==> src/ranrot_random_generator_assert.svh <==
// ----------------------------------------------------------------------------
// ranrot_random_generator_assert.svh
// Assertion macros used by the ranrot generator module
// ----------------------------------------------------------------------------
`ifndef RANROT_RANDOM_GENERATOR_ASSERT_SVH
`define RANROT_RANDOM_GENERATOR_ASSERT_SVH

`ifndef NO_ASSERTIONS
// concurrent check, disabled while reset is asserted
`define RANROT_ASSERT(lbl_, clk_, rst_n_, prop_, msg_) \
  lbl_: assert property (@(posedge clk_) disable iff (!rst_n_) prop_) else $error(msg_);
// concurrent check that also holds during reset
`define RANROT_ASSERT_NR(lbl_, clk_, prop_, msg_) \
  lbl_: assert property (@(posedge clk_) prop_) else $error(msg_);
`else
`define RANROT_ASSERT(lbl_, clk_, rst_n_, prop_, msg_)
`define RANROT_ASSERT_NR(lbl_, clk_, prop_, msg_)
`endif

`endif

==> src/ranrot_pkg.sv <==
// ----------------------------------------------------------------------------
// ranrot_pkg
// Shared constants, types and helpers of the ranrot generator
// ----------------------------------------------------------------------------
package ranrot_pkg;

  // word and ring geometry
  localparam int WordW     = 32;
  localparam int RingDepth = 17;
  localparam int RingLast  = RingDepth - 1;
  localparam int PtrW      = $clog2(RingDepth);
  localparam int LagStart  = 10;

  // generator constants
  localparam logic [WordW-1:0] LcgMult = 32'd2891336453;
  localparam int RotLag   = 13;
  localparam int RotWrite = 9;

  // item opcodes
  localparam logic OpReseed = 1'b0;
  localparam logic OpDraw   = 1'b1;

  // configuration port
  localparam int ApbDataW = 32;
  localparam int ApbAddrW = 3;
  localparam logic RegFallbackSeed = 1'b0;

  // ring port request from the control logic
  typedef struct packed {
    logic             rd_en;
    logic [PtrW-1:0]  rd_addr_a;
    logic [PtrW-1:0]  rd_addr_b;
    logic             wr_en;
    logic [PtrW-1:0]  wr_addr;
    logic [WordW-1:0] wr_data;
  } ring_req_t;

  // rotate left by a constant amount
  function automatic logic [WordW-1:0] rotl(logic [WordW-1:0] v, int amt);
    return (v << amt) | (v >> (WordW - amt));
  endfunction

endpackage

==> src/ranrot_in_if.sv <==
// ----------------------------------------------------------------------------
// ranrot_in_if
// Command channel: reseed or draw item with valid/ready handshake
// ----------------------------------------------------------------------------
interface ranrot_in_if;
  logic                          valid;
  logic                          ready;
  logic                          opcode;
  logic [ranrot_pkg::WordW-1:0]  seed_value;

  modport source (output valid, output opcode, output seed_value, input ready);
  modport sink   (input valid, input opcode, input seed_value, output ready);
endinterface

==> src/ranrot_out_if.sv <==
// ----------------------------------------------------------------------------
// ranrot_out_if
// Result channel: one random word per draw item
// ----------------------------------------------------------------------------
interface ranrot_out_if;
  logic                          valid;
  logic                          ready;
  logic [ranrot_pkg::WordW-1:0]  random_word;

  modport source (output valid, output random_word, input ready);
  modport sink   (input valid, input random_word, output ready);
endinterface

==> src/ranrot_ring.sv <==
// ----------------------------------------------------------------------------
// ranrot_ring
// Lag ring storage: two registered read ports, one write port; entries
// that were never written read as zero
// ----------------------------------------------------------------------------
module ranrot_ring (
  input  logic                          clk_i,
  input  logic                          rst_ni,
  input  ranrot_pkg::ring_req_t         req_i,
  output logic [ranrot_pkg::WordW-1:0]  rd_a_o,
  output logic [ranrot_pkg::WordW-1:0]  rd_b_o
);

  logic [ranrot_pkg::WordW-1:0]     mem_q [ranrot_pkg::RingDepth];
  logic [ranrot_pkg::RingDepth-1:0] vld_q;
  logic [ranrot_pkg::WordW-1:0]     rd_a_q;
  logic [ranrot_pkg::WordW-1:0]     rd_b_q;

  // write port
  always_ff @(posedge clk_i) begin
    if (req_i.wr_en) begin
      mem_q[req_i.wr_addr] <= req_i.wr_data;
    end
  end

  // written marks, cleared by reset
  always_ff @(posedge clk_i or negedge rst_ni) begin
    if (!rst_ni) begin
      vld_q <= '0;
    end else if (req_i.wr_en) begin
      vld_q[req_i.wr_addr] <= 1'b1;
    end
  end

  // registered read ports, data held until the next read
  always_ff @(posedge clk_i) begin
    if (req_i.rd_en) begin
      rd_a_q <= vld_q[req_i.rd_addr_a] ? mem_q[req_i.rd_addr_a] : '0;
      rd_b_q <= vld_q[req_i.rd_addr_b] ? mem_q[req_i.rd_addr_b] : '0;
    end
  end

  assign rd_a_o = rd_a_q;
  assign rd_b_o = rd_b_q;

endmodule

==> src/ranrot_random_generator.sv <==
// ----------------------------------------------------------------------------
// ranrot_random_generator
// Lagged rotate-add random generator over a ring of 17 words
// ----------------------------------------------------------------------------
// Usage:
//   cmd_i carries items: opcode draw returns one word on rnd_o, opcode
//   reseed refills the ring from an LCG chain and returns nothing. A zero
//   seed takes the fallback_seed register (APB, address 0, reset 1).
// Draw and reseed sequence:
//   draw: accepted, ring read at both pointers, then in the compute state
//   rotate-add and write-back with the word loaded into the output register
//   that drives rnd_o, once that register is free. The ring's registered
//   read ports put the compute state between acceptance and the output
//   register; no new item is taken until the draw is back in idle.
//   reseed: 17 ring writes, one multiply per cycle; the next item is taken
//   once the last ring write is done and the state is back in idle.
// Reset:
//   ring reads as all zero until first reseed, pointers at 0 and 10.
// Receiver stall:
//   the output register holds the word; the next item is still accepted,
//   and a further draw waits in its compute cycle until the slot frees.
// ----------------------------------------------------------------------------
`include "ranrot_random_generator_assert.svh"

module ranrot_random_generator (
  input  logic                             clk_i,
  input  logic                             rst_ni,
  ranrot_in_if.sink                        cmd_i,
  ranrot_out_if.source                     rnd_o,
  input  logic                             psel,
  input  logic                             penable,
  input  logic                             pwrite,
  input  logic [ranrot_pkg::ApbAddrW-1:0]  paddr,
  input  logic [ranrot_pkg::ApbDataW-1:0]  pwdata,
  output logic [ranrot_pkg::ApbDataW-1:0]  prdata,
  output logic                             pready
);

  typedef enum logic [1:0] {
    StIdle,
    StCalc,
    StSeed
  } state_e;

  state_e                           state_q;
  logic [ranrot_pkg::PtrW-1:0]      wp_q;
  logic [ranrot_pkg::PtrW-1:0]      lp_q;
  logic [ranrot_pkg::PtrW-1:0]      cnt_q;
  logic [ranrot_pkg::WordW-1:0]     seed_q;
  logic [ranrot_pkg::WordW-1:0]     fallback_q;
  logic                             out_valid_q;
  logic [ranrot_pkg::WordW-1:0]     out_word_q;

  ranrot_pkg::ring_req_t            ring_req;
  logic [ranrot_pkg::WordW-1:0]     rd_a;
  logic [ranrot_pkg::WordW-1:0]     rd_b;
  logic [ranrot_pkg::WordW-1:0]     word_d;
  logic [ranrot_pkg::WordW-1:0]     seed_d;
  logic                             cmd_acc;
  logic                             out_free;
  logic                             cfg_wr;
  logic [ranrot_pkg::PtrW:0]        wp_ext;
  logic [ranrot_pkg::PtrW:0]        lp_ext;

  // configuration register
  assign cfg_wr = psel && penable && pwrite && pready;
  assign pready = 1'b1;
  assign prdata = (paddr[ranrot_pkg::ApbAddrW-1] == ranrot_pkg::RegFallbackSeed) ?
                  fallback_q : '0;

  always_ff @(posedge clk_i or negedge rst_ni) begin
    if (!rst_ni) begin
      fallback_q <= ranrot_pkg::WordW'(1);
    end else if (cfg_wr && (paddr[ranrot_pkg::ApbAddrW-1] == ranrot_pkg::RegFallbackSeed)) begin
      fallback_q <= pwdata;
    end
  end

  // handshakes
  assign cmd_i.ready     = (state_q == StIdle);
  assign cmd_acc         = cmd_i.valid && cmd_i.ready;
  assign out_free        = !out_valid_q || rnd_o.ready;
  assign rnd_o.valid     = out_valid_q;
  assign rnd_o.random_word = out_word_q;

  // rotate-add of the two ring words and next LCG value
  assign word_d = ranrot_pkg::rotl(rd_b, ranrot_pkg::RotLag)
                + ranrot_pkg::rotl(rd_a, ranrot_pkg::RotWrite);
  assign seed_d = seed_q * ranrot_pkg::LcgMult + ranrot_pkg::WordW'(1);

  // ring access per state
  always_comb begin
    ring_req           = '0;
    ring_req.rd_addr_a = wp_q;
    ring_req.rd_addr_b = lp_q;
    ring_req.wr_addr   = wp_q;
    ring_req.wr_data   = word_d;
    case (state_q)
      StIdle: begin
        ring_req.rd_en = cmd_acc && (cmd_i.opcode == ranrot_pkg::OpDraw);
      end
      StCalc: begin
        ring_req.wr_en = out_free;
      end
      StSeed: begin
        ring_req.wr_en   = 1'b1;
        ring_req.wr_addr = cnt_q;
        ring_req.wr_data = seed_d;
      end
      default: begin
        ring_req.rd_en = 1'b0;
      end
    endcase
  end

  ranrot_ring u_ring (
    .clk_i  (clk_i),
    .rst_ni (rst_ni),
    .req_i  (ring_req),
    .rd_a_o (rd_a),
    .rd_b_o (rd_b)
  );

  // control sequencer and output register
  always_ff @(posedge clk_i or negedge rst_ni) begin
    if (!rst_ni) begin
      state_q     <= StIdle;
      wp_q        <= '0;
      lp_q        <= ranrot_pkg::PtrW'(ranrot_pkg::LagStart);
      cnt_q       <= '0;
      seed_q      <= '0;
      out_valid_q <= 1'b0;
      out_word_q  <= '0;
    end else begin
      if (out_valid_q && rnd_o.ready) begin
        out_valid_q <= 1'b0;
      end
      case (state_q)
        StIdle: begin
          if (cmd_acc) begin
            if (cmd_i.opcode == ranrot_pkg::OpDraw) begin
              state_q <= StCalc;
            end else begin
              seed_q  <= (cmd_i.seed_value != '0) ? cmd_i.seed_value : fallback_q;
              cnt_q   <= '0;
              state_q <= StSeed;
            end
          end
        end
        StCalc: begin
          if (out_free) begin
            out_word_q  <= word_d;
            out_valid_q <= 1'b1;
            wp_q        <= (wp_q == '0) ? ranrot_pkg::PtrW'(ranrot_pkg::RingLast) : wp_q - 1'b1;
            lp_q        <= (lp_q == '0) ? ranrot_pkg::PtrW'(ranrot_pkg::RingLast) : lp_q - 1'b1;
            state_q     <= StIdle;
          end
        end
        StSeed: begin
          seed_q <= seed_d;
          if (cnt_q == ranrot_pkg::PtrW'(ranrot_pkg::RingLast)) begin
            wp_q    <= '0;
            lp_q    <= ranrot_pkg::PtrW'(ranrot_pkg::LagStart);
            state_q <= StIdle;
          end else begin
            cnt_q <= cnt_q + 1'b1;
          end
        end
        default: begin
          state_q <= StIdle;
        end
      endcase
    end
  end

  // pointer distance helpers for the checks
  assign wp_ext = {1'b0, wp_q};
  assign lp_ext = {1'b0, lp_q};

  `RANROT_ASSERT_NR(a_ptr_range, clk_i, (wp_q <= ranrot_pkg::PtrW'(ranrot_pkg::RingLast)) && (lp_q <= ranrot_pkg::PtrW'(ranrot_pkg::RingLast)), "ring pointer out of range")
  `RANROT_ASSERT(a_ptr_gap, clk_i, rst_ni, (lp_ext == wp_ext + (ranrot_pkg::PtrW+1)'(ranrot_pkg::LagStart)) || (lp_ext + (ranrot_pkg::PtrW+1)'(ranrot_pkg::RingDepth - ranrot_pkg::LagStart) == wp_ext), "pointers lost their lag")
  `RANROT_ASSERT(a_seed_end, clk_i, rst_ni, (state_q == StSeed) && (cnt_q == ranrot_pkg::PtrW'(ranrot_pkg::RingLast)) |=> (wp_q == '0) && (state_q == StIdle), "reseed did not restore pointers")
  `RANROT_ASSERT(a_no_rw_overlap, clk_i, rst_ni, !(ring_req.wr_en && ring_req.rd_en), "ring read and write in one cycle")
  `RANROT_ASSERT(a_draw_calc, clk_i, rst_ni, cmd_acc && (cmd_i.opcode == ranrot_pkg::OpDraw) |=> (state_q == StCalc), "draw item did not reach compute")

endmodule

==> src/flat_wrapper.sv <==
// flat-port wrapper written by rule: the top's interface ports become plain ports
module ranrot_random_generator_flat 
  (clk_i, rst_ni, psel, penable, pwrite, paddr, pwdata, prdata, pready, cmd_i_valid, cmd_i_opcode, cmd_i_seed_value, cmd_i_ready, rnd_o_valid, rnd_o_random_word, rnd_o_ready);
  ranrot_in_if cmd_i_i ();
  ranrot_out_if rnd_o_i ();
  input  logic clk_i;
  input  logic rst_ni;
  input  logic psel;
  input  logic penable;
  input  logic pwrite;
  input  logic [ranrot_pkg::ApbAddrW-1:0] paddr;
  input  logic [ranrot_pkg::ApbDataW-1:0] pwdata;
  output logic [ranrot_pkg::ApbDataW-1:0] prdata;
  output logic pready;
  input wire logic [$bits(cmd_i_i.valid)-1:0] cmd_i_valid;
  input wire logic [$bits(cmd_i_i.opcode)-1:0] cmd_i_opcode;
  input wire logic [$bits(cmd_i_i.seed_value)-1:0] cmd_i_seed_value;
  output wire logic [$bits(cmd_i_i.ready)-1:0] cmd_i_ready;
  output wire logic [$bits(rnd_o_i.valid)-1:0] rnd_o_valid;
  output wire logic [$bits(rnd_o_i.random_word)-1:0] rnd_o_random_word;
  input wire logic [$bits(rnd_o_i.ready)-1:0] rnd_o_ready;
  assign cmd_i_i.valid = cmd_i_valid;
  assign cmd_i_i.opcode = cmd_i_opcode;
  assign cmd_i_i.seed_value = cmd_i_seed_value;
  assign cmd_i_ready = cmd_i_i.ready;
  assign rnd_o_valid = rnd_o_i.valid;
  assign rnd_o_random_word = rnd_o_i.random_word;
  assign rnd_o_i.ready = rnd_o_ready;
  ranrot_random_generator u_core (.clk_i(clk_i), .rst_ni(rst_ni), .cmd_i(cmd_i_i), .rnd_o(rnd_o_i), .psel(psel), .penable(penable), .pwrite(pwrite), .paddr(paddr), .pwdata(pwdata), .prdata(prdata), .pready(pready));
endmodule
==> config.mk <==
export PLATFORM = sky130hd
export DESIGN_NAME = ranrot_random_generator_flat
export DESIGN_NICKNAME = d
export VERILOG_FILES = /design/src/ranrot_pkg.sv /design/src/ranrot_in_if.sv /design/src/ranrot_out_if.sv /design/src/ranrot_ring.sv /design/src/ranrot_random_generator.sv /design/src/flat_wrapper.sv
export VERILOG_INCLUDE_DIRS = /design/src /design/src/src
export SDC_FILE = /design/constraint.sdc
export NUM_CORES = 2
export LEC_CHECK = 0
export ABC_AREA = 1
export CAP_MARGIN = 40
export CORE_ASPECT_RATIO = 1.25
export CORE_MARGIN = 1
export CORE_UTILIZATION = 40
export CTS_BUF_LIST = sky130_fd_sc_hd__clkbuf_16
export DETAILED_ROUTE_END_ITERATION = 10
export DONT_BUFFER_PORTS = 1
export HOLD_SLACK_MARGIN = 0.08
export PLACE_DENSITY = 0.61
export SETUP_SLACK_MARGIN = 0.3
export SYNTH_ARGS = -nofsm -noshare
export SYNTH_HDL_FRONTEND = slang
export SYNTH_SLANG_ARGS = --single-unit
==> constraint.sdc <==
create_clock -name clk_i -period 6.5 [get_ports clk_i]
set_input_delay 0.65 -clock clk_i [delete_from_list [all_inputs] [get_ports clk_i]]
set_output_delay 0.65 -clock clk_i [all_outputs]
set_load 0.1 [all_outputs]
==> summary.txt <==
Detailed routing
  – Via/cell ratio: between 5 and 6
  – DRT Wirelength: 150 mm
  – Routed vias: ~36,000
  – Wire per inst: 23.8 um
  – 1st-iter DRT viols: roughly 3,600
  – DRC Markers: 2
  – Post-DRT Antenna Nets: 0
  – Drt first pass iters: 9

Critical path
  – Critical Path RT: ~6.9 ns
  – R2r startpoint: u_core.seed_q[7]
  – CP startpoint kind: register
  – Crit-path max FO: 8
  – CP Launch Point: u_core.seed_q[7]
  – Worst Setup End Kind: register
  – Reg2Reg Capture Point: u_core.u_ring.mem_q[7][30]
  – FF-to-FF setup slack: around 0.38 ns
  – Kind of critical path: reg2reg
  – Worst Path Arrival: roughly 6.6 ns
  – R2R cell count: 25

Floorplanning
  – Die H: between 300 and 400 um
  – Die Wd: ~300 um
  – Starting Density: 0.404
  – IO Pins: 142
  – # rows: between 100 and 150
  – Die Area: 0.112 mm2
  – Core area: about 0.11 mm2

Logic synthesis
  – Mapped Area: 0.0444 mm2
  – Synthesized area per cell: ~9.4 um2
  – Sequential share of the synthesized area: 0.485
  – Async SR Flop Fraction: 0.177
  – Syn_nets: just over 5,000
  – Post-synth EDFFs: roughly 600
  – Yosys reg bits: about 740
  – Post-Synthesis Cells: approximately 4,700
  – Total number of yosys warnings: 0
  – Post-synth cell types: 58
  – Primary FF master, synth: edfxtp_1

CTS
  – CTS H-tree depth: 3
  – CTS tree: built
  – Clock slew seen by the registers of the worst setup and hold paths: around 0.07 ns
  – Root Driver: clkbuf_16
  – Clock buffer depth: 3
  – Num CTS Buffers: 80
  – CTS Sinks: 739
  – Skew-Pair Late Insertion Delay: approximately 0.70 ns

Placement
  – Placer Congestion: about 0.94
  – PortBufs: 0
  – Final HPWL DP: a little under 100 mm

STA
  – TNS Setup: 0 ns
  – Worst-margin pin slew: roughly 0.95 ns
  – Final setup fails: 0
  – Final hold vios: 0
  – Final period utilization: 0.941
  – RSZ-0062 raised after global routing: yes
  – Skew final: 0.0490 ns
  – Post-route minimum period: just over 6 ns
  – Slew margin rel.: 0.369
  – Final slew viol count: 0
  – Max Fclk: between 0.15 and 0.2 GHz

Finish
  – Multi-input logic area: 0.0202 mm2
  – Syn-to-layout area delta: 16.0%
  – Most common cell after layout, fill and taps aside: o21ai_0
  – Commonest cells after routing, fill and taps aside: 665 x o21ai_0, 608 x edfxtp_1, 564 x inv_1
  – # nets final: about 5,200
  – Sequential cell area: between 0.02 and 0.025 mm2
  – Ratio of cells with drive above 1 in the final layout: 0.124
  – Fill cells: just over 10,000

Min path
  – Origin of the worst min-delay path: pwdata[24]
  – Hold path cells: 2
  – Worst min path class: in2reg
  – Hold EP: u_core.fallback_q[24]

Global routing
  – First-pass GRT wire length: between 200 and 250 mm
  – Initial antenna violation count: 2
  – Vias in the first global route: about 35,000
  – Gr ovfl total: 0
  – Largest net degree at the start of global routing: between 150 and 200
  – All-Layer GR Usage: 0.263

Run status
  – Status: finished, violations left
  – Violated checks: design-rule violations

Flow run
  – MaxCap Viol Count: 0
==> metrics by stage <==
stage          cell area, um2  setup slack [ns]  hold slack, ns  instances   util
2_1_floorplan           44400             0.719           0.354       4740      -
3_3_place_gp            46300             0.180           0.368       6056  0.421
3_5_place_dp            47800             0.206           0.368       6129  0.435
4_1_cts                 50700             0.300          0.0862       6282  0.461
5_1_grt                 51500             0.210           0.125       6309  0.468
6_report                51500             0.382           0.116       6310  0.468
==> cells by family (layout without fill, tap and decap cells) <==
logic type / after synthesis / after routing / share of synthesized area
compound gates: 1506 / 1506 / 0.182
simple gates: 1229 / 1229 / 0.116
buf+inv: 852 / 971 / 0.0787
flops: 739 / 739 / 0.485
fa+ha+maj: 376 / 376 / 0.130
xor+xnor: 37 / 37 / 0.00730
other cells: 1 / 3 / 0.0000845
==> layer usage <==
metal | GRT usage | up-vias | routed length, um
met5 | 0 | - | 0
met4 | 0.145 | 0 | 8540
met3 | 0.0363 | 376 | 10600
met2 | 0.450 | 1638 | 74100
met1 | 0.319 | 17600 | 56700
li1 | - | 16400 | -
==> critical path, stage by stage, from the launching register on <==
cell	delay, ns
dfrtp_2	0.52
ha_4	0.32
inv_1	0.05
fa_1	0.52
inv_1	0.09
ha_2	0.17
inv_2	0.04
fa_1	0.49
inv_2	0.04
fa_1	0.55
fa_1	0.42
fa_1	0.53
inv_1	0.06
fa_1	0.51
inv_2	0.05
ha_4	0.31
nand2_4	0.07
nor2_4	0.11
nand2_2	0.08
nor4_2	0.20
nand2_1	0.15
nand2_1	0.08
nand2_1	0.06
nand3_2	0.10
nand2_4	0.13
clkbuf_16	0.19
==> registers in the layout, summed over array words and instances (netlist names) <==
| signal | cells |
|---|---|
| u_core.cnt_q | 5 |
| u_core.fallback_q | 32 |
| u_core.lp_q | 5 |
| u_core.rnd_o.random_word | 32 |
| u_core.rnd_o.valid | 1 |
| u_core.seed_q | 32 |
| u_core.state_q | 2 |
| u_core.u_ring.mem_q | 544 |
| u_core.u_ring.rd_a_o | 32 |
| u_core.u_ring.rd_b_o | 32 |
| u_core.u_ring.vld_q | 17 |
| u_core.wp_q | 5 |
==> how the worst max path moves through the flow <==
stage                                      end  cells after the start
global route        u_core.u_ring.mem_q[6][30]                     24
detailed placement  u_core.u_ring.mem_q[9][27]                     21
floorplan           u_core.u_ring.mem_q[0][31]                     21
global placement    u_core.u_ring.mem_q[8][28]                     20
CTS                 u_core.u_ring.mem_q[9][27]                     22
finish              u_core.u_ring.mem_q[7][30]                     25
==> layout make-up <==
| cell class | count | area share |
|---|---|---|
| Antenna cell | 2 | 0.0000972 |
| Timing Repair Buffer | 237 | 0.0587 |
| Clock buffer | 82 | 0.0399 |
| Multi-Input combinational cell | 3149 | 0.393 |
| Inverter | 585 | 0.0427 |
| Clock inverter | 67 | 0.0118 |
| Tap cell | 1449 | 0.0352 |
| Sequential cell | 739 | 0.419 |
==> Yosys cell counts (7+ instances only) <==
cell,count,area [um2]
a21oi_1,460,2300
nand3_1,244,1220
buf_6,20,225
a31oi_1,30,188
inv_1,572,2150
nand2_1,425,1600
buf_4,12,90.1
dfrtp_1,128,3200
nor3_1,14,70.1
ha_1,234,2930
or2_2,8,50.1
o21ai_0,688,3440
o21ai_2,7,61.3
a21o_1,10,75.1
xor2_1,17,149
xnor2_1,20,175
nand4_1,20,125
clkbuf_1,129,484
buf_2,78,390
nor2_1,473,1780
buf_1,27,101
edfxtp_1,608,18300
fa_1,142,2840
inv_2,10,37.5
o21ai_1,147,736
nor4_1,12,75.1
a21oi_2,9,78.8
o211ai_1,132,991
or2_1,15,93.8
==> timing repair <==
| item | CTS | global route |
|---|---|---|
| endpoints found under the hold margin | 131 | 0 |
| buffers inserted | 2 | 20 |
| gates cloned | 0 | 4 |
| resized for setup | 31 | 121 |
| setup endpoints to repair | 116 | 210 |
| pin swaps | 3 | 24 |
| hold buffers | 2 | 0 |
Power is left out: the tool's default activity adds up to more than one toggle a clock period on the data nets, which glitch-free logic cannot reach.
